==> src/hw/rtl/glpf_pkg.sv <==
// Types, widths and codes of the grid local peak finder
package glpf_pkg;

   localparam int MAX_COLS_DEF     = 1024;
   localparam int SAMPLE_BITS_DEF  = 16;

   localparam int ROW_BITS         = 16;
   localparam int COL_PORT_BITS    = 10;
   localparam int SAMPLE_PORT_BITS = 16;
   localparam int ROWS_REG_BITS    = 16;
   localparam int COLS_REG_BITS    = 11;
   localparam int CSR_DATA_BITS    = 16;
   localparam int CSR_INDEX_BITS   = 1;

   typedef enum logic [CSR_INDEX_BITS-1:0] {
      CSR_GRID_ROWS = 1'b0,
      CSR_GRID_COLS = 1'b1
   } csr_index_type;

   typedef enum logic {
      MODE_SAMPLE = 1'b0,
      MODE_FLUSH  = 1'b1
   } mode_type;

   typedef struct packed {
      logic                go;
      logic                decide;
      logic                flush;
      logic                has_up;
      logic                has_down;
      logic                has_left;
      logic                has_right;
      logic [ROW_BITS-1:0] row;
   } step_type;

endpackage

==> src/hw/rtl/glpf_judge.sv <==
// Decision stage: forwarding, neighbour compare, write-back and result register
module glpf_judge #(
   parameter int MAX_COLS  = glpf_pkg::MAX_COLS_DEF,
   parameter int DATA_BITS = glpf_pkg::SAMPLE_BITS_DEF
) (
   input  logic                               clock,
   input  logic                               reset,
   input  logic                               accept,
   input  glpf_pkg::step_type                 step,
   input  logic [$clog2(MAX_COLS)-1:0]        col,
   input  logic [DATA_BITS-1:0]               smp,
   input  logic [$clog2(MAX_COLS)-1:0]        rd_addr_a,
   input  logic [$clog2(MAX_COLS)-1:0]        rd_addr_b,
   input  logic [2*DATA_BITS-1:0]             rd_data_a,
   input  logic [2*DATA_BITS-1:0]             rd_data_b,
   output logic                               rd_en,
   output logic                               wr_en,
   output logic [$clog2(MAX_COLS)-1:0]        wr_addr,
   output logic [2*DATA_BITS-1:0]             wr_data,
   output logic                               ready,
   output logic                               rsp_valid,
   input  logic                               rsp_ready,
   output logic [glpf_pkg::ROW_BITS-1:0]      peak_row,
   output logic [glpf_pkg::COL_PORT_BITS-1:0] peak_col
);

   localparam int COL_BITS   = $clog2(MAX_COLS);
   localparam int ENTRY_BITS = 2 * DATA_BITS;

   logic                               s1_valid_ff, s1_valid_in;
   glpf_pkg::step_type                 s1_step_ff, s1_step_in;
   logic [COL_BITS-1:0]                s1_col_ff, s1_col_in;
   logic [DATA_BITS-1:0]               s1_smp_ff, s1_smp_in;
   logic                               fwd_a_ff, fwd_a_in;
   logic                               fwd_b_ff, fwd_b_in;
   logic [ENTRY_BITS-1:0]              fwd_data_ff, fwd_data_in;
   logic [DATA_BITS-1:0]               left_ff, left_in;
   logic                               rsp_valid_ff, rsp_valid_in;
   logic [glpf_pkg::ROW_BITS-1:0]      rsp_row_ff, rsp_row_in;
   logic [glpf_pkg::COL_PORT_BITS-1:0] rsp_col_ff, rsp_col_in;

   logic                  out_free;
   logic                  leave;
   logic                  load;
   logic [ENTRY_BITS-1:0] entry_a;
   logic [ENTRY_BITS-1:0] entry_b;
   logic [DATA_BITS-1:0]  centre;
   logic [DATA_BITS-1:0]  up;
   logic [DATA_BITS-1:0]  right;
   logic                  peak;

   assign out_free = !rsp_valid_ff || rsp_ready;
   assign leave    = s1_valid_ff && out_free;
   assign ready    = !s1_valid_ff || out_free;
   assign load     = accept && step.go;
   assign rd_en    = load;

   always_comb begin
      entry_a = fwd_a_ff ? fwd_data_ff : rd_data_a;
      entry_b = fwd_b_ff ? fwd_data_ff : rd_data_b;
      centre  = entry_a[DATA_BITS-1:0];
      up      = entry_a[ENTRY_BITS-1:DATA_BITS];
      right   = entry_b[DATA_BITS-1:0];
      peak    = s1_step_ff.decide
                && !(s1_step_ff.has_up    && (centre < up))
                && !(s1_step_ff.has_down  && (centre < s1_smp_ff))
                && !(s1_step_ff.has_left  && (centre < left_ff))
                && !(s1_step_ff.has_right && (centre < right));
   end

   assign wr_en   = leave;
   assign wr_addr = s1_col_ff;
   assign wr_data = {centre, s1_step_ff.flush ? centre : s1_smp_ff};

   always_comb begin
      s1_valid_in  = s1_valid_ff;
      s1_step_in   = s1_step_ff;
      s1_col_in    = s1_col_ff;
      s1_smp_in    = s1_smp_ff;
      fwd_a_in     = fwd_a_ff;
      fwd_b_in     = fwd_b_ff;
      fwd_data_in  = fwd_data_ff;
      left_in      = left_ff;
      rsp_valid_in = rsp_valid_ff;
      rsp_row_in   = rsp_row_ff;
      rsp_col_in   = rsp_col_ff;

      if (leave) begin
         s1_valid_in  = 1'b0;
         left_in      = centre;
         rsp_valid_in = peak;
         rsp_row_in   = s1_step_ff.row;
         rsp_col_in   = glpf_pkg::COL_PORT_BITS'(s1_col_ff);
      end else if (rsp_ready) begin
         rsp_valid_in = 1'b0;
      end

      if (load) begin
         s1_valid_in = 1'b1;
         s1_step_in  = step;
         s1_col_in   = col;
         s1_smp_in   = smp;
         fwd_a_in    = wr_en && (wr_addr == rd_addr_a);
         fwd_b_in    = wr_en && (wr_addr == rd_addr_b);
         fwd_data_in = wr_data;
      end
   end

   always_ff @(posedge clock) begin
      if (reset) begin
         s1_valid_ff  <= 1'b0;
         rsp_valid_ff <= 1'b0;
      end else begin
         s1_valid_ff  <= s1_valid_in;
         rsp_valid_ff <= rsp_valid_in;
      end
   end

   always_ff @(posedge clock) begin
      s1_step_ff  <= s1_step_in;
      s1_col_ff   <= s1_col_in;
      s1_smp_ff   <= s1_smp_in;
      fwd_a_ff    <= fwd_a_in;
      fwd_b_ff    <= fwd_b_in;
      fwd_data_ff <= fwd_data_in;
      left_ff     <= left_in;
      rsp_row_ff  <= rsp_row_in;
      rsp_col_ff  <= rsp_col_in;
   end

   assign rsp_valid = rsp_valid_ff;
   assign peak_row  = rsp_row_ff;
   assign peak_col  = rsp_col_ff;

endmodule

==> config.mk <==
export PLATFORM = sky130hd
export DESIGN_NAME = glpf_judge
export DESIGN_NICKNAME = d
export VERILOG_FILES = /design/src/hw/rtl/glpf_pkg.sv /design/src/hw/rtl/glpf_judge.sv
export SDC_FILE = /design/constraint.sdc
export NUM_CORES = 1
export LEC_CHECK = 0
export ABC_AREA = 1
export CORE_MARGIN = 4
export CORE_UTILIZATION = 45
export CTS_BUF_LIST = sky130_fd_sc_hd__clkbuf_16
export DETAILED_ROUTE_END_ITERATION = 10
export DONT_BUFFER_PORTS = 1
export SLEW_MARGIN = 10
export SYNTH_ARGS = -nofsm -noshare
export SYNTH_HDL_FRONTEND = slang
export SYNTH_SLANG_ARGS = --single-unit
==> constraint.sdc <==
create_clock -name clock -period 5.3 [get_ports clock]
set_input_delay 0.265 -clock clock [delete_from_list [all_inputs] [get_ports clock]]
set_output_delay 0.265 -clock clock [all_outputs]
set_load 0.1 [all_outputs]
## Yosys cells after proc, flatten, opt, wreduce, memory -nomap -nowiden

Index checks and enable logic that the tools add are counted.

| operators by class | value |
|---|---|
| add/subtract/negate cells | 0 |
| bitwise logic cells | 0 |
| $lt $le $gt $ge | 4 |
| div/mod/pow operators | 0 |
| equal/unequal tests | 2 |
| multiplexer cells | 7 |
| shift operators | 0 |
| reduce and logical (&&, ||, !) cells | 22 |
| multiply operators | 0 |

Operators by type and width:

| operator | count |
|---|---|
| $lt 16x16->1 | 4 |
| $mux 16 | 2 |
| $mux 32 | 1 |
| $eq 10x10->1 | 2 |
| $logic_and 1x1->1 | 12 |
| $logic_not 1->1 | 6 |
| $mux 1 | 4 |
| $reduce_bool 2->1 | 2 |
| $logic_or 1x1->1 | 2 |

| storage, ports and cells | value |
|---|---|
| logic and storage cells | 52 |
| input bits | 137 |
| ROM bits | 0 |
| memories kept | 0 |
| output and inout bits | 72 |
| memory bits (writable) | 0 |
| flip-flop bits (word level) | 126 |
| latch bits | 0 |

## Depth between registers and ports, before layout

| logic depth | value |
|---|---|
| depth in word-level cells | 9 |
| gate-level depth with buffers | 18 |
| mapped depth without buffers | 16 |

## Worst setup path before layout

No wires, ideal clock.

| path | value |
|---|---|
| path type | reg2reg |
| from | register fwd_a_ff |
| to | register fwd_data_ff[15] (data pin) |
| library setup time | 624 ps |
| cell stages (with the launch flop) | 7 |
| data arrival time | 3503 ps |
| data required time | 4676 ps |
| setup slack | 1173 ps |
| buffers on the path | 2 |
| period minus slack after synthesis | 4127 ps |
| cell sequence | edfxtp_1 -> buf_6 -> inv_4 -> clkbuf_1 -> o21ai_1 -> nand2_1 -> o21ai_0 |

| between the ends | value |
|---|---|
| longest elaborated chain between the ends | 2 |

Ends and longest elaborated chain:

| item | RTL line | text |
|---|---|---|
| from (decl) | glpf_judge.sv:34 | `logic fwd_a_ff, fwd_a_in;` |
| from (signal assigned) | glpf_judge.sv:123 | `fwd_a_ff <= fwd_a_in;` |
| $mux 32 | glpf_judge.sv:59 | `entry_a = fwd_a_ff ? fwd_data_ff : rd_data_a;` |
| net wr_data[31] | glpf_judge.sv:19 | `output logic [2*DATA_BITS-1:0] wr_data,` |
| $mux 16 | glpf_judge.sv:73 | `assign wr_data = {centre, s1_step_ff.flush ? centre : s1_smp_ff};` |
| net wr_data[15] | glpf_judge.sv:19 |  |
| to (signal assigned) | glpf_judge.sv:125 | `fwd_data_ff <= fwd_data_in;` |
| to (decl) | glpf_judge.sv:36 | `logic [ENTRY_BITS-1:0] fwd_data_ff, fwd_data_in;` |

The timed path passes the listed nets, and every way through them passes these cells.
A chain may end at the register's enable or synchronous reset.

## Final worst setup path

| path | value |
|---|---|
| from | register fwd_a_ff |
| to | register rsp_valid_ff, in the netlist rsp_valid |

| between the ends | value |
|---|---|
| longest elaborated chain between the ends | 9 |
| elaborated cells between the ends (all ways) | 18 |
| those cells by class | order compare (4); mux (2); reduce/logical (12) |

Ends and longest elaborated chain:

| item | RTL line | text |
|---|---|---|
| $mux 32 (*) | glpf_judge.sv:59 |  |
| net wr_data[22] | glpf_judge.sv:19 |  |
| $lt 16x16->1 | glpf_judge.sv:65 | `&& !(s1_step_ff.has_up && (centre < up))` |
| $logic_and 1x1->1 | glpf_judge.sv:65 |  |
| $logic_not 1->1 | glpf_judge.sv:65 |  |
| $logic_and 1x1->1 | glpf_judge.sv:65 |  |
| $logic_and 1x1->1 | glpf_judge.sv:66 | `&& !(s1_step_ff.has_down && (centre < s1_smp_ff))` |
| $logic_and 1x1->1 | glpf_judge.sv:67 | `&& !(s1_step_ff.has_left && (centre < left_ff))` |
| $logic_and 1x1->1 (*) | glpf_judge.sv:68 | `&& !(s1_step_ff.has_right && (centre < right));` |
| $mux 1 (*) | glpf_judge.sv:88 | `if (leave) begin` |
| to (signal assigned) | glpf_judge.sv:115 | `rsp_valid_ff <= rsp_valid_in;` |
| to (decl) | glpf_judge.sv:38 | `logic rsp_valid_ff, rsp_valid_in;` |

The timed path passes the listed nets; every way through them passes the cells marked *.

==> summary.md <==
| Metric | Value |
|---|---|
| Clock-pin slew on the worst setup and hold paths | `roughly 60 ps` |
| Largest net degree at the start of global routing | `58` |
| Final ANT Viol Nets | `0` |
| Synth area leader | `edfxtp_1` |
| Clock latency at the later pin of the worst-skew pair | `410 ps` |
| Top cell type's share of synthesized area | `59.5%` |
| Relative slew margins | `20.9%` |
| Asr flop ratio synth | `0%` |
| CTS root buf | `clkbuf_16` |
| Gate power share | `14.0%` |
| Core area | `roughly 13000 um2` |
| Min Hold Slack | `98.8 ps` |
| Synth cell types | `30` |
| Syn_area_per_cell | `about 11 um2` |
| Number of instances in the placed design | `roughly 740` |
| Final hold vios | `0` |
| Total wire length | `between 10 and 15 mm` |
| Critical Path RT | `between 5000 and 6000 ps` |
| Routed len/inst | `between 15 and 20 um` |
| Critical path class | `reg -> reg` |
| Die W | `roughly 130 um` |
| Routability Congestion | `0.805` |
| Final worst slack | `~2400 ps` |
| Antenna violations before repair | `0` |
| Setup TNS | `0 ps` |
| Sink Count | `~130` |
| Post-synthesis net count | `about 750` |
| Port bufs | `0` |
| Maximum fanout along the worst path | `33` |
| Crit share post-route | `54.9%` |
| Dominant cell by count in the synthesized netlist | `nand2_1` |
| Num CTS Buffers | `17` |
| Gr usage total | `18.8%` |
| Detailed Place HPWL | `between 10 and 15 mm` |
| Outcome | `completed` |
| P_int | `roughly 2.0 mW` |
| Floorplan row count | `between 40 and 50` |
| Final net count | `830` |
| Worst endpoint data arrival time | `~3200 ps` |
| Max-cap violation count | `0` |
| Share of cells above drive strength 1 | `between 10% and 20%` |
| Total grt overflow | `0` |
| Vias in the first global route | `about 4300` |
| Diodes inserted | `0` |
| CTS Hold Bufs | `between 40 and 50` |
| Finished Layout Cells | `around 820` |
| Initial DRC count | `approximately 180` |
| Area growth syn-to-layout | `24.3%` |
| Most used DFF post-synth | `edfxtp_1` |
| Multi-input gate area | `~2300 um2` |
| RSZ-0062 raised after global routing | `false` |
| FF+latch count, synth | `126` |
| Mapped Cells | `555` |
| Worst Tran Pin Value | `between 1000 and 1500 ps` |
| Synth area leaders | `edfxtp_1, ha_1, nand2_1` |
| Leak pwr | `3.24 nW` |
| Final Critical Period | `approximately 2900 ps` |
| Global-route wire length before repair | `approximately 23 mm` |
| CP endpoint kind | `register` |
| Worst clock skew | `9.68 ps` |
| Die area | `about 16000 um2` |
| Max VDD drop | `0.293 mV` |
| Detailed-route vias per instance | `around 5` |
| Post-synth EDFFs | `between 100 and 150` |
| # IOs | `between 200 and 250` |
| Total net switching power | `~820 uW` |
| Initial Util | `46.7%` |
| Setup Fix Bufs, Post-CTS | `0` |
| Hold crit path type | `in -> reg` |
| Fillcell total | `roughly 1100` |
| Peak Freq | `343 MHz` |
| CTS tree | `built` |
| Startpoint types | `register` |
| Slew Limit Fails | `0` |
| Sequential area share after synthesis | `approximately 60%` |
| DP Worst Slack | `roughly 2300 ps` |
| Pwr Total | `2.78 mW` |
| Reg power frac | `between 40 and 50%` |
| Cell Area, Synth | `approximately 6300 um2` |
| Via count | `around 4200` |
| Switching power share of the total | `~30%` |
| Top post-synthesis cells by count | `nand2_1, edfxtp_1, inv_1, ha_1, o21ai_0` |
| Die height | `~130 um` |
| Power density cells | `358 nW/um2` |
| Yosys warnings | `0` |
| Finish-stage setup viols | `0` |
| Register Area | `~3800 um2` |
| Clk pwr share | `roughly 40%` |
| DRC Markers | `0` |
| Max clock buf depth | `2` |
| H-tree Lvls | `4` |
| DR pass1 iterations | `4` |
| # resized after CTS | `0` |
[flip-flops by register name (all words and copies together), names as in the netlist]
name / cells
rsp_valid: 1
fwd_a_ff: 1
s1_step_ff: 22
left_ff: 16
s1_valid_ff: 1
peak_row: 16
wr_addr: 10
fwd_data_ff: 32
fwd_b_ff: 1
s1_smp_ff: 16
peak_col: 10
[power groups by stage]
stage	registers (mW)	logic, mW	clock network, mW
after floorplan	1.27	0.284	0
after global placement	1.27	0.355	0
after detailed placement	1.27	0.364	0
after CTS	1.25	0.394	1.17
after global routing	1.25	0.429	1.22
final	1.25	0.390	1.14
[final timing paths]
path                        to  slack, ps      startpoint  cells past startpoint
hold reg to reg   peak_row[15]        420  s1_step_ff[15]                      0
setup / recovery     rsp_valid       2390        fwd_a_ff                     16
setup reg to reg     rsp_valid       2390        fwd_a_ff                     16
hold / removal     s1_valid_ff        100        step[22]                      2
[area by class of cell]
type | instances | area share (%)
timing repair buffer | 70 | 8.33
inverter | 72 | 3.54
multi-input combinational | 346 | 29.4
sequential | 126 | 48.4
tap | 176 | 2.83
clock buffer | 17 | 5.47
clock inverter | 15 | 2.06
[cell usage in the layout (no fill, tap or decap), types with 2 or more instances in the layout]
cell and n:
inv_2 2, o21ai_2 30, a211oi_1 4, or2_2 3, o21ai_1 2, clkbuf_16 17, mux2i_1 15, nand2_2 2
inv_6 5, nor2_1 17, nand4_1 3, a31oi_1 2, ha_1 60, buf_4 21, a21oi_1 20, nand2_1 129
bufinv_16 2, clkinvlp_4 2, dfxtp_1 2, nor3_1 4, edfxtp_1 124, inv_4 2, dlygate4sd3_1 49, xor2_1 3
xnor2_1 13, o21ai_0 18, inv_1 69, nand3_1 15, clkinv_4 2
[stage by stage]
stage / area [um2] / util [%]
finish: 7780 / 58.0
global route: 7780 / 58.0
CTS: 7780 / 58.0
detailed placement: 6700 / 50.0
global placement: 6700 / 50.0
floorplan: 6250 / -
[worst max-delay path: stages, from the launching register on]
cell and delay [ps]:
edfxtp_1 360, buf_4 260, inv_4 370, nand2_1 130
o21ai_2 170, buf_4 370, ha_1 290, nand2_1 80
nor2_1 50, a211oi_1 220, nand2_1 120, nand2_1 70
nand2_1 50, nand2_1 90, nor2_1 50, nor2_1 80
nor2_1 40
[metal layers]
layer	global-route usage, %	share of wire, %
met3	7.41	8.7
met2	31.6	49
met4	7.95	2.5
met1	21.5	40
met5	0	0
[cell families (layout without fill, tap and decap cells)]
kind of cell	after synthesis	count (layout)	share of synthesized area, %
AOI/OAI and AO/OA	79	79	6.62
DFF	126	126	60.2
muxes	15	15	2.40
buffers and inverters	83	174	5.16
adders and majority gates	60	60	12.0
xor gates and xnor gates	16	16	2.24
and+or+nand+nor	176	176	11.4
(Power assumes the default switching activity.)
