File: config.mk
export PLATFORM = sky130hd
export DESIGN_NAME = glpf_sequencer
export DESIGN_NICKNAME = d
export VERILOG_FILES = /design/src/hw/rtl/glpf_pkg.sv /design/src/hw/rtl/glpf_sequencer.sv
export SDC_FILE = /design/constraint.sdc
export NUM_CORES = 1
export LEC_CHECK = 0
export ABC_AREA = 1
export BUFFER_PORTS_ARGS = -buffer_cell sky130_fd_sc_hd__buf_4
export CAP_MARGIN = 10
export CORE_MARGIN = 2
export CORE_UTILIZATION = 54
export DETAILED_ROUTE_END_ITERATION = 6
export HOLD_SLACK_MARGIN = 0.12
export PLACE_DENSITY = 0.81
export SLEW_MARGIN = 20
export SYNTH_ARGS = -nofsm -noshare
export SYNTH_HDL_FRONTEND = slang
export SYNTH_SLANG_ARGS = --single-unit
File: constraint.sdc
create_clock -name clock -period 3.6 [get_ports clock]
set_input_delay 0.9 -clock clock [delete_from_list [all_inputs] [get_ports clock]]
set_output_delay 0.9 -clock clock [all_outputs]
set_load 0.03 [all_outputs]
File: src/hw/rtl/glpf_pkg.sv
// Types, widths and codes of the grid local peak finder
package glpf_pkg;

   localparam int MAX_COLS_DEF     = 1024;
   localparam int SAMPLE_BITS_DEF  = 16;

   localparam int ROW_BITS         = 16;
   localparam int COL_PORT_BITS    = 10;
   localparam int SAMPLE_PORT_BITS = 16;
   localparam int ROWS_REG_BITS    = 16;
   localparam int COLS_REG_BITS    = 11;
   localparam int CSR_DATA_BITS    = 16;
   localparam int CSR_INDEX_BITS   = 1;

   typedef enum logic [CSR_INDEX_BITS-1:0] {
      CSR_GRID_ROWS = 1'b0,
      CSR_GRID_COLS = 1'b1
   } csr_index_type;

   typedef enum logic {
      MODE_SAMPLE = 1'b0,
      MODE_FLUSH  = 1'b1
   } mode_type;

   typedef struct packed {
      logic                go;
      logic                decide;
      logic                flush;
      logic                has_up;
      logic                has_down;
      logic                has_left;
      logic                has_right;
      logic [ROW_BITS-1:0] row;
   } step_type;

endpackage

File: src/hw/rtl/glpf_sequencer.sv
// Raster position counters, size registers and per-item step decode
module glpf_sequencer #(
   parameter int MAX_COLS  = glpf_pkg::MAX_COLS_DEF,
   parameter int DATA_BITS = glpf_pkg::SAMPLE_BITS_DEF
) (
   input  logic                                  clock,
   input  logic                                  reset,
   input  logic                                  csr_we,
   input  logic [glpf_pkg::CSR_INDEX_BITS-1:0]   csr_index,
   input  logic [glpf_pkg::CSR_DATA_BITS-1:0]    csr_wdata,
   input  logic                                  accept,
   input  logic                                  mode,
   input  logic [glpf_pkg::SAMPLE_PORT_BITS-1:0] sample,
   output glpf_pkg::step_type                    step,
   output logic [$clog2(MAX_COLS)-1:0]           col,
   output logic [DATA_BITS-1:0]                  smp,
   output logic [$clog2(MAX_COLS)-1:0]           rd_addr_a,
   output logic [$clog2(MAX_COLS)-1:0]           rd_addr_b
);

   localparam int COL_BITS = $clog2(MAX_COLS);
   localparam int CW = (COL_BITS + 1 > glpf_pkg::COLS_REG_BITS) ?
                       COL_BITS + 1 : glpf_pkg::COLS_REG_BITS;
   localparam int RW = glpf_pkg::ROWS_REG_BITS + 1;

   logic [glpf_pkg::ROWS_REG_BITS-1:0] grid_rows_ff, grid_rows_in;
   logic [glpf_pkg::COLS_REG_BITS-1:0] grid_cols_ff, grid_cols_in;
   logic [COL_BITS-1:0]                col_ff, col_in;
   logic [glpf_pkg::ROW_BITS-1:0]      row_ff, row_in;
   logic                               flush_ff, flush_in;

   logic [CW-1:0] cols_ext;
   logic [CW-1:0] eff_cols;
   logic [RW-1:0] eff_rows;
   logic [CW-1:0] col_next;
   logic [RW-1:0] row_next;
   logic          last_col;

   always_comb begin
      grid_rows_in = grid_rows_ff;
      grid_cols_in = grid_cols_ff;
      if (csr_we) begin
         unique case (glpf_pkg::csr_index_type'(csr_index))
            glpf_pkg::CSR_GRID_ROWS: begin
               grid_rows_in = csr_wdata[glpf_pkg::ROWS_REG_BITS-1:0];
            end
            glpf_pkg::CSR_GRID_COLS: begin
               grid_cols_in = csr_wdata[glpf_pkg::COLS_REG_BITS-1:0];
            end
         endcase
      end
   end

   always_comb begin
      cols_ext = CW'(grid_cols_ff);
      if (cols_ext == '0) begin
         eff_cols = CW'(1);
      end else if (cols_ext > CW'(MAX_COLS)) begin
         eff_cols = CW'(MAX_COLS);
      end else begin
         eff_cols = cols_ext;
      end
      eff_rows = (grid_rows_ff == '0) ? RW'(1) : RW'(grid_rows_ff);
      col_next = CW'(col_ff) + CW'(1);
      row_next = RW'(row_ff) + RW'(1);
      last_col = (col_next >= eff_cols);
   end

   always_comb begin
      step           = '0;
      step.has_left  = (col_ff != '0);
      step.has_right = !last_col;
      step.has_up    = (row_ff > glpf_pkg::ROW_BITS'(1));
      col_in         = col_ff;
      row_in         = row_ff;
      flush_in       = flush_ff;
      unique case (glpf_pkg::mode_type'(mode))
         glpf_pkg::MODE_SAMPLE: begin
            step.go       = !flush_ff;
            step.decide   = (row_ff != '0);
            step.has_down = 1'b1;
            step.row      = row_ff - glpf_pkg::ROW_BITS'(1);
            if (accept && !flush_ff) begin
               if (last_col) begin
                  col_in = '0;
                  row_in = row_next[glpf_pkg::ROW_BITS-1:0];
                  if (row_next >= eff_rows) begin
                     flush_in = 1'b1;
                  end
               end else begin
                  col_in = col_next[COL_BITS-1:0];
               end
            end
         end
         glpf_pkg::MODE_FLUSH: begin
            step.go     = flush_ff;
            step.decide = 1'b1;
            step.flush  = 1'b1;
            step.row    = (row_ff != '0) ? row_ff - glpf_pkg::ROW_BITS'(1) : '0;
            if (accept && flush_ff) begin
               if (last_col) begin
                  col_in   = '0;
                  row_in   = '0;
                  flush_in = 1'b0;
               end else begin
                  col_in = col_next[COL_BITS-1:0];
               end
            end
         end
      endcase
   end

   always_ff @(posedge clock) begin
      if (reset) begin
         grid_rows_ff <= glpf_pkg::ROWS_REG_BITS'(1);
         grid_cols_ff <= glpf_pkg::COLS_REG_BITS'(1);
         col_ff       <= '0;
         row_ff       <= '0;
         flush_ff     <= 1'b0;
      end else begin
         grid_rows_ff <= grid_rows_in;
         grid_cols_ff <= grid_cols_in;
         col_ff       <= col_in;
         row_ff       <= row_in;
         flush_ff     <= flush_in;
      end
   end

   assign col       = col_ff;
   assign smp       = sample[DATA_BITS-1:0];
   assign rd_addr_a = col_ff;
   assign rd_addr_b = col_next[COL_BITS-1:0];

endmodule

# Yosys cells after proc, flatten, opt, wreduce, memory -nomap -nowiden
# Index checks and enable logic that the tools add are counted.
# op_classes
magnitude_cmp,4
n_reduce_logical,13
bitwise_logic,2
mux,23
eq_ne,5
add_sub_neg,3
# ops
operator,n
$mux W16,6
$pmux W16 S2,2
$mux W10,3
$mux W11,2
$pmux W10 S2,1
$add A16 B1 Y17 const B,1
$ge A17 B16 Y1,1
$gt A16 B1 Y1 const B,1
$logic_not A16 Y1,1
$reduce_bool A16 Y1,1
$sub A16 B1 Y16 const B,1
$add A10 B1 Y11 const B,1
$ge A11 B11 Y1,1
$gt A11 B11 Y1 const B,1
$logic_not A11 Y1,1
$reduce_bool A10 Y1,1
$mux W1,7
$ne A2 B2 Y1 const B,3
$reduce_and A2 Y1,3
$reduce_and A5 Y1,1
$ne A2 B1 Y1 const B,2
$pmux W2 S2,1
$reduce_and A4 Y1,1
$logic_and A1 B1 Y1,2
other kinds (3),5
# word_totals
ff_bits,54
input_bits,38

# Depth between registers and ports, before layout
# Gate-level depths: netlist (run 1).
# logic_depth
word_depth,7
ltp_mapped,18
depth_no_buf,17

# Worst setup path before layout (run 1)
# OpenSTA, ideal clock, no wires.
# synth_timing
path_type,register to output
startpoint,register col_ff[0] (netlist: col[0])
endpoint,output step[16] (netlist bit)
path_slack_ns,-0.329
path_stages_with_launch,11
t_arrival_ns,3.029
required_time_ns,2.700
cell_sequence,dfxtp_1 ha_1 nand3_1 nor2_1 nand3_1 xor2_1 ha_1 a21oi_1 o21a_1 nand3_2 nor2_1
# synth_lines
element,line,source
from (decl),glpf_sequencer.sv:28,"logic [COL_BITS-1:0] col_ff, col_in;"
from (signal assigned),glpf_sequencer.sv:123,col_ff <= col_in;
to (decl),glpf_sequencer.sv:14,"output glpf_pkg::step_type step,"

==> parameters.txt, run 1 <==
Parameter                              Value

Outcome
  Result of the run    complete, no violations

Timing
  Total Neg Setup Slack    0 ps
  Worst-case hold slack    479 ps
  RSZ-0062 raised after global routing    false
  Max Clock Freq    291 MHz
  Relative slew margins    50.2%
  Final hold viol count    0
  Measured slew at the worst slew-check pin    747 ps
  Skew final    11.6 ps
  Final worst-path cycle share    95.5%
  Fin crit period    3440 ps
  Fin. max-slew vios    0
  Finish-stage setup viols    0

Flow run
  Number of maximum-capacitance constraint violations    0

Setup path
  Category of the most critical setup path    register to output port
  Nature of the critical path endpoint    output port
  Largest fanout on the critical path    5
  Setup crit start kind    register
  Worst path required time    2700 ps
  Signal arrival time at the worst endpoint    2540 ps

Global route
  Wire length of the first global-routing pass    16000 µm
  Via count of the first global-routing pass    3512
  Initial antenna violation count    0
  Tot GR Track Use    23.3%
  Largest net degree at the start of global routing    32
  Total grt overflow    0

Floorplan
  I/O pin count    107
  Initial cell density of the core    56.0%
  Overall die area    8270 µm²
  Rows    31
  Width of the die    90.9 µm
  Die Height    90.9 µm
  Floorplan Core Area    7290 µm²

Drt
  Total routed wirelength    9790 µm
  Drt drc    0
  Via density per instance    5.25
  Post-DRT Antenna Nets    0
  Starting DRC count in detailed routing    320
  DR vias    3920
  Final routed wire length divided by cell count    13.1 µm
  First drt pass iteration count    5

Placed design
  RePlAce Congestion    0.868
  Post-detail-place hpwl    7590 µm
  Cell count after placement    737
  Number of I/O port buffers    74

Synthesis
  Most area-hungry cell type in the Yosys netlist    sky130_fd_sc_hd__dfxtp_1
  Top cells by instance count after synthesis    sky130_fd_sc_hd__nand2_1, sky130_fd_sc_hd__inv_1, sky130_fd_sc_hd__nor2_1, sky130_fd_sc_hd__o21ai_0, sky130_fd_sc_hd__dfxtp_1
  Predominant post-synthesis flop cell    sky130_fd_sc_hd__dfxtp_1
  Leading cell type by number of instances after synthesis    sky130_fd_sc_hd__nand2_1
  Main area contributors after synthesis    sky130_fd_sc_hd__dfxtp_1, sky130_fd_sc_hd__nand2_1, sky130_fd_sc_hd__ha_1
  Share of flip-flops with an asynchronous set or reset    0%
  Mean instance size in the synthesized netlist    6.74 µm²
  Sequential-to-total area share from yosys stat    26.5%
  Post-Syn Area    4080 µm²
  Number of unique standard cell types used by synthesis    37
  Fraction of synthesized cell area taken by the top area cell type    26.5%
  Number of synthesized flops with an enable pin    0
  Post-synthesis net count    676
  Yosys reg bits    54
  Warnings from Yosys    0
  Count of mapped cells out of synthesis    605

Power
  Clock Power Share    15.8%
  Static Leak    2.30 nW
  Logic gate share of total power    57.4%
  Pwr dens    565 nW/µm²
  Switch share    46.8%
  VDD IR-drop max    0.653 mV
  Cell-internal power    1.41 mW
  Sequential share of power    26.8%
  Switching power total    1.24 mW

Clocking
  Number of clock buffers inserted by TritonCTS    5
  Number of sinks on the clock net    54
  Maximum level of the CTS H-tree    2
  Cts-stage hold buffer count    0
  Number of buffers on the longest clock path    2
  CTS root buffer    sky130_fd_sc_hd__clkbuf_8
  TritonCTS clock tree    yes
  Insertion delay to the later sink of the worst-skew pair    320 ps
  Clock-pin slew on the worst setup and hold paths    100 ps

Finish
  Fraction of layout instances using a drive strength above 1    21.3%
  Area growth, synth to finish    15.0%
  Number of diodes    0
  Final Net Count    717
  Post-route insts no fill    746

Hold path
  Hold crit path type    register to register
==> layer usage <==
layer  part of all wire, %  up-vias  wire length [µm]  GRT usage (%)
li1                      -     1988                 -              -
met1                    44     1794              4340           30.2
met2                    49      122              4760           40.0
met3                   5.5       16               541           3.26
met4                   1.5        0               148           7.07
met5                     0        -                 0              0
==> per-stage QoR <==
stage                     utilization (%)  power [mW]  setup WS, ps  instance area, µm²
after global placement               61.8        2.19           259                4510
after floorplan                         -        1.81          9.76                4110
after global routing                 64.4        2.82          12.2                4690
after detailed placement             61.8        2.22           165                4510
final                                64.4        2.65           161                4690
after CTS                            63.5        2.64          15.3                4630
==> path summary, 6_finish.rpt <==
path                                        from                to  slack, ps  depth (start not counted)
worst min register to register  grid_rows_ff[14]  grid_rows_ff[14]        480                          2
worst min-delay path            grid_rows_ff[14]  grid_rows_ff[14]        480                          2
worst max-delay path                      col[1]          step[16]        160                         11
worst max register to register            col[1]         row_ff[4]        740                         12
==> cell usage in the layout, fill, tap and decap left out, types with 4 or more instances in the layout <==
cell type	netlist	layout
sky130_fd_sc_hd__inv_1	82	82
sky130_fd_sc_hd__nor3_1	7	7
sky130_fd_sc_hd__inv_2	4	4
sky130_fd_sc_hd__buf_4	30	78
sky130_fd_sc_hd__o21ai_0	56	56
sky130_fd_sc_hd__a21oi_1	39	39
sky130_fd_sc_hd__nor3_2	4	4
sky130_fd_sc_hd__dfxtp_2	0	5
sky130_fd_sc_hd__ha_1	33	32
sky130_fd_sc_hd__dfxtp_1	54	49
sky130_fd_sc_hd__clkbuf_8	0	5
sky130_fd_sc_hd__xor2_1	20	16
sky130_fd_sc_hd__nand4_1	11	11
sky130_fd_sc_hd__nor2_4	4	6
sky130_fd_sc_hd__xor2_2	1	4
sky130_fd_sc_hd__nor2_2	7	9
sky130_fd_sc_hd__nand2_2	4	4
sky130_fd_sc_hd__nor4_1	5	5
sky130_fd_sc_hd__nand2_1	112	112
sky130_fd_sc_hd__nor2_1	74	70
sky130_fd_sc_hd__nand3_1	21	19
==> state kept, by name (all words and copies together) (netlist names) <==
| register | flops |
|---|---|
| flush_ff | 1 |
| grid_rows_ff | 16 |
| col | 10 |
| cols_ext | 11 |
| row_ff | 16 |
==> worst max-delay path: stages (launching register included) <==
cell                      delay [ps]
sky130_fd_sc_hd__dfxtp_2         380
sky130_fd_sc_hd__ha_2            200
sky130_fd_sc_hd__nand3_2         120
sky130_fd_sc_hd__nor2_4          160
sky130_fd_sc_hd__nand3_4         110
sky130_fd_sc_hd__xor2_4          170
sky130_fd_sc_hd__ha_1            330
sky130_fd_sc_hd__a21oi_1         150
sky130_fd_sc_hd__o21a_1          140
sky130_fd_sc_hd__nand3_2         130
sky130_fd_sc_hd__nor2_4          150
sky130_fd_sc_hd__buf_4           170
==> cells by family (layout without fill, tap and decap cells) <==
logic type | Yosys count | after routing | share of synthesized area [%]
xor gates and xnor gates | 24 | 24 | 5.52
adders and majority gates | 33 | 33 | 10.1
DFF | 54 | 54 | 26.5
AOI/OAI and AO/OA | 106 | 106 | 14.0
and+or+nand+nor | 257 | 257 | 28.5
buffers and inverters | 131 | 173 | 15.4
==> repair_timing <==
action | in CTS | in global routing
setup buffers | 0 | 1
gates cloned | 0 | 0
resized for setup | 4 | 14
endpoints found under the setup margin | 1 | 1
pin swaps | 1 | 2
==> power groups by stage <==
stage	clock network (mW)	registers (mW)	logic, mW
2_1_floorplan	0	0.727	1.08
3_3_place_gp	0	0.715	1.47
3_5_place_dp	0	0.719	1.50
4_1_cts	0.422	0.706	1.51
5_1_grt	0.445	0.720	1.65
6_report	0.420	0.711	1.52
==> area by class of cell <==
type / count / area (µm²)
fill: 660 / 2600
multi-input combinational: 420 / 2460
sequential: 54 / 1090
timing repair buffer: 78 / 586
inverter: 87 / 327
tap: 99 / 124
clock buffer: 6 / 72.6
clock inverter: 2 / 37.5
Power figures use the tool's default switching activity.
==> run 2, diff against run 1 <==
==> constraint.sdc (replaced) <==
create_clock -name clock -period 3.6 [get_ports clock]
set_input_delay 0.54 -clock clock [delete_from_list [all_inputs] [get_ports clock]]
set_output_delay 0.54 -clock clock [all_outputs]
set_load 0.03 [all_outputs]
==> run 2 against run 1 <==
Effect of this change: via count barely moved; power fell by 2.9%; non-clock buffer count fell by 4; clock skew barely moved; sequential power barely moved; maximum frequency rose by 4.7%.
==> parameters.txt, run 2 (same netlist as run 1, synthesis figures left out) <==
Parameter                              Value

Outcome
  Result of the run    complete, no violations

Setup path
  Crit Reg-Reg Startpoint    col[1]
  Nature of the critical path endpoint    output port
  Setup crit start kind    register
  Cells traversed along the worst timing path    ha_1 -> nand3_1 -> nor2_1 -> nand3_1 -> xor2_1 -> ha_1 -> a21oi_1 -> o21a_1 -> nand3_2 -> nor2_2 -> buf_4
  CP max stage cell    sky130_fd_sc_hd__dfxtp_1
  Kind of cell adding the most delay to the critical path    simple AND/OR/NAND/NOR gates
  Largest fanout on the critical path    5
  Signal arrival time at the worst endpoint    2740 ps
  Highest cell delay on the worst timing path    430 ps
  Path depth of the worst reg2reg path    12
  Category of the most critical setup path    register to output port
  Worst path required time    3060 ps
  Setup slack on the worst flop-to-flop path    630 ps
  Critical path buffers and inverters    1
  Terminus of the critical flop-to-flop path    row_ff[13]

Finish
  Area growth, synth to finish    11.7%
  Final Cell Area    4560 µm²
  Final Net Count    713
  Most common cell after layout, fill and taps aside    sky130_fd_sc_hd__nand2_1
  Number of diodes    0
  Post-route insts no fill    742
  Fraction of layout instances using a drive strength above 1    18.5%
  Leading cell types in the layout, fill and taps excluded    sky130_fd_sc_hd__nand2_1, sky130_fd_sc_hd__inv_1, sky130_fd_sc_hd__buf_4

Placed design
  Number of I/O port buffers    74
  Placed cell area    4460 µm²
  Cell count after placement    734
  Setup slack after placement    526 ps
  RePlAce Congestion    0.927
  Post-detail-place hpwl    7650 µm

Timing
  RSZ-0062 raised after global routing    false
  Worst Setup Slack, final    316 ps
  Max Clock Freq    304 MHz
  Final hold viol count    0
  Finish-stage setup viols    0
  Skew final    11.7 ps
  Total Neg Setup Slack    0 ps
  Relative slew margins    36.1%
  Final worst-path cycle share    91.2%
  Measured slew at the worst slew-check pin    958 ps
  Fin. max-slew vios    0
  Fin crit period    3280 ps

Clocking
  TritonCTS clock tree    yes
  Maximum level of the CTS H-tree    2
  Number of sinks on the clock net    54
  Clock-pin slew on the worst setup and hold paths    110 ps
  Cts-stage hold buffer count    0
  Number of buffers on the longest clock path    2
  CTS root buffer    sky130_fd_sc_hd__clkbuf_8
  Insertion delay to the later sink of the worst-skew pair    320 ps
  Number of buffers inserted to repair setup after CTS    0
  Number of clock buffers inserted by TritonCTS    5
  Number of instances resized during post-cts repair    0

Floorplan
  Rows    31
  Width of the die    90.9 µm
  Floorplan Core Area    7290 µm²
  I/O pin count    107
  Overall die area    8270 µm²
  Initial cell density of the core    56.0%
  Die Height    90.9 µm

Drt
  Final routed wire length divided by cell count    13.1 µm
  Post-DRT Antenna Nets    0
  Total routed wirelength    9720 µm
  Drt drc    0
  Starting DRC count in detailed routing    218
  Via density per instance    5.29
  First drt pass iteration count    5
  DR vias    3923

Global route
  Via count of the first global-routing pass    3563
  Tot GR Track Use    22.7%
  GR met2 Demand/Resource    40.4%
  GRT met1 Usage    28.3%
  Wire length of the first global-routing pass    15700 µm
  Initial antenna violation count    0
  Layer with the highest usage after global routing    met2
  Total grt overflow    0
  Largest net degree at the start of global routing    38
  Fraction of met3 tracks used by global routing    3.34%

Power
  Pwr dens    565 nW/µm²
  VDD IR-drop max    0.597 mV
  Static Leak    2.27 nW

Hold path
  Worst Hold Path Cells    3
  Worst hold path endpoint    cols_ext[0]
  Hold crit path type    input pin to register
  Worst Min Path Start    csr_wdata[0]

Flow run
  Number of maximum-capacitance constraint violations    0
==> run 2: through the flow <==
stage / total power [mW] / hold slack [ps] / util (%)
floorplan: 1.80 / 444 / -
global placement: 2.17 / 466 / 61.1
detailed placement: 2.20 / 472 / 61.1
CTS: 2.58 / 431 / 62.5
global route: 2.73 / 443 / 62.5
finish: 2.58 / 435 / 62.5
==> run 2: worst max-delay path by stage <==
stage                     slack [ps]       end    from  cells after the start
after floorplan                   30  step[16]  col[0]                     10
after global placement           680  step[16]  col[0]                     11
after detailed placement         530  step[16]  col[0]                     11
after CTS                        180  step[16]  col[0]                     11
after global routing              80  step[16]  col[1]                     11
final                            320  step[16]  col[1]                     11
==> run 2: area by class of cell <==
cell class	count	area, µm²
Fill cell	689	2730
Multi-Input combinational cell	420	2370
Sequential cell	54	1080
Timing Repair Buffer	74	556
Inverter	87	327
Tap cell	99	124
Clock buffer	6	82.6
Clock inverter	2	16.3
==> run 2: metal layers <==
layer,share of wire [%],routed length (µm)
met1,44,4280
met3,5.2,506
met4,1.6,160
met2,49,4780
met5,0,0
==> run 2: report_power, final <==
group / internal [mW] / leakage [nW] / total [mW] / switching [mW]
clock: 0.159 / 0.0478 / 0.374 / 0.215
sequential: 0.647 / 0.443 / 0.710 / 0.0632
combinational: 0.533 / 1.78 / 1.49 / 0.960
==> run 2: worst reg2reg max path: cells and delay by family (launching register included) <==
| kind | cells | cell delay (ps) |
|---|---|---|
| xor+xnor | 1 | 250 |
| fa+ha+maj | 2 | 520 |
| compound gates | 4 | 860 |
| flops | 1 | 430 |
| simple gates | 5 | 830 |
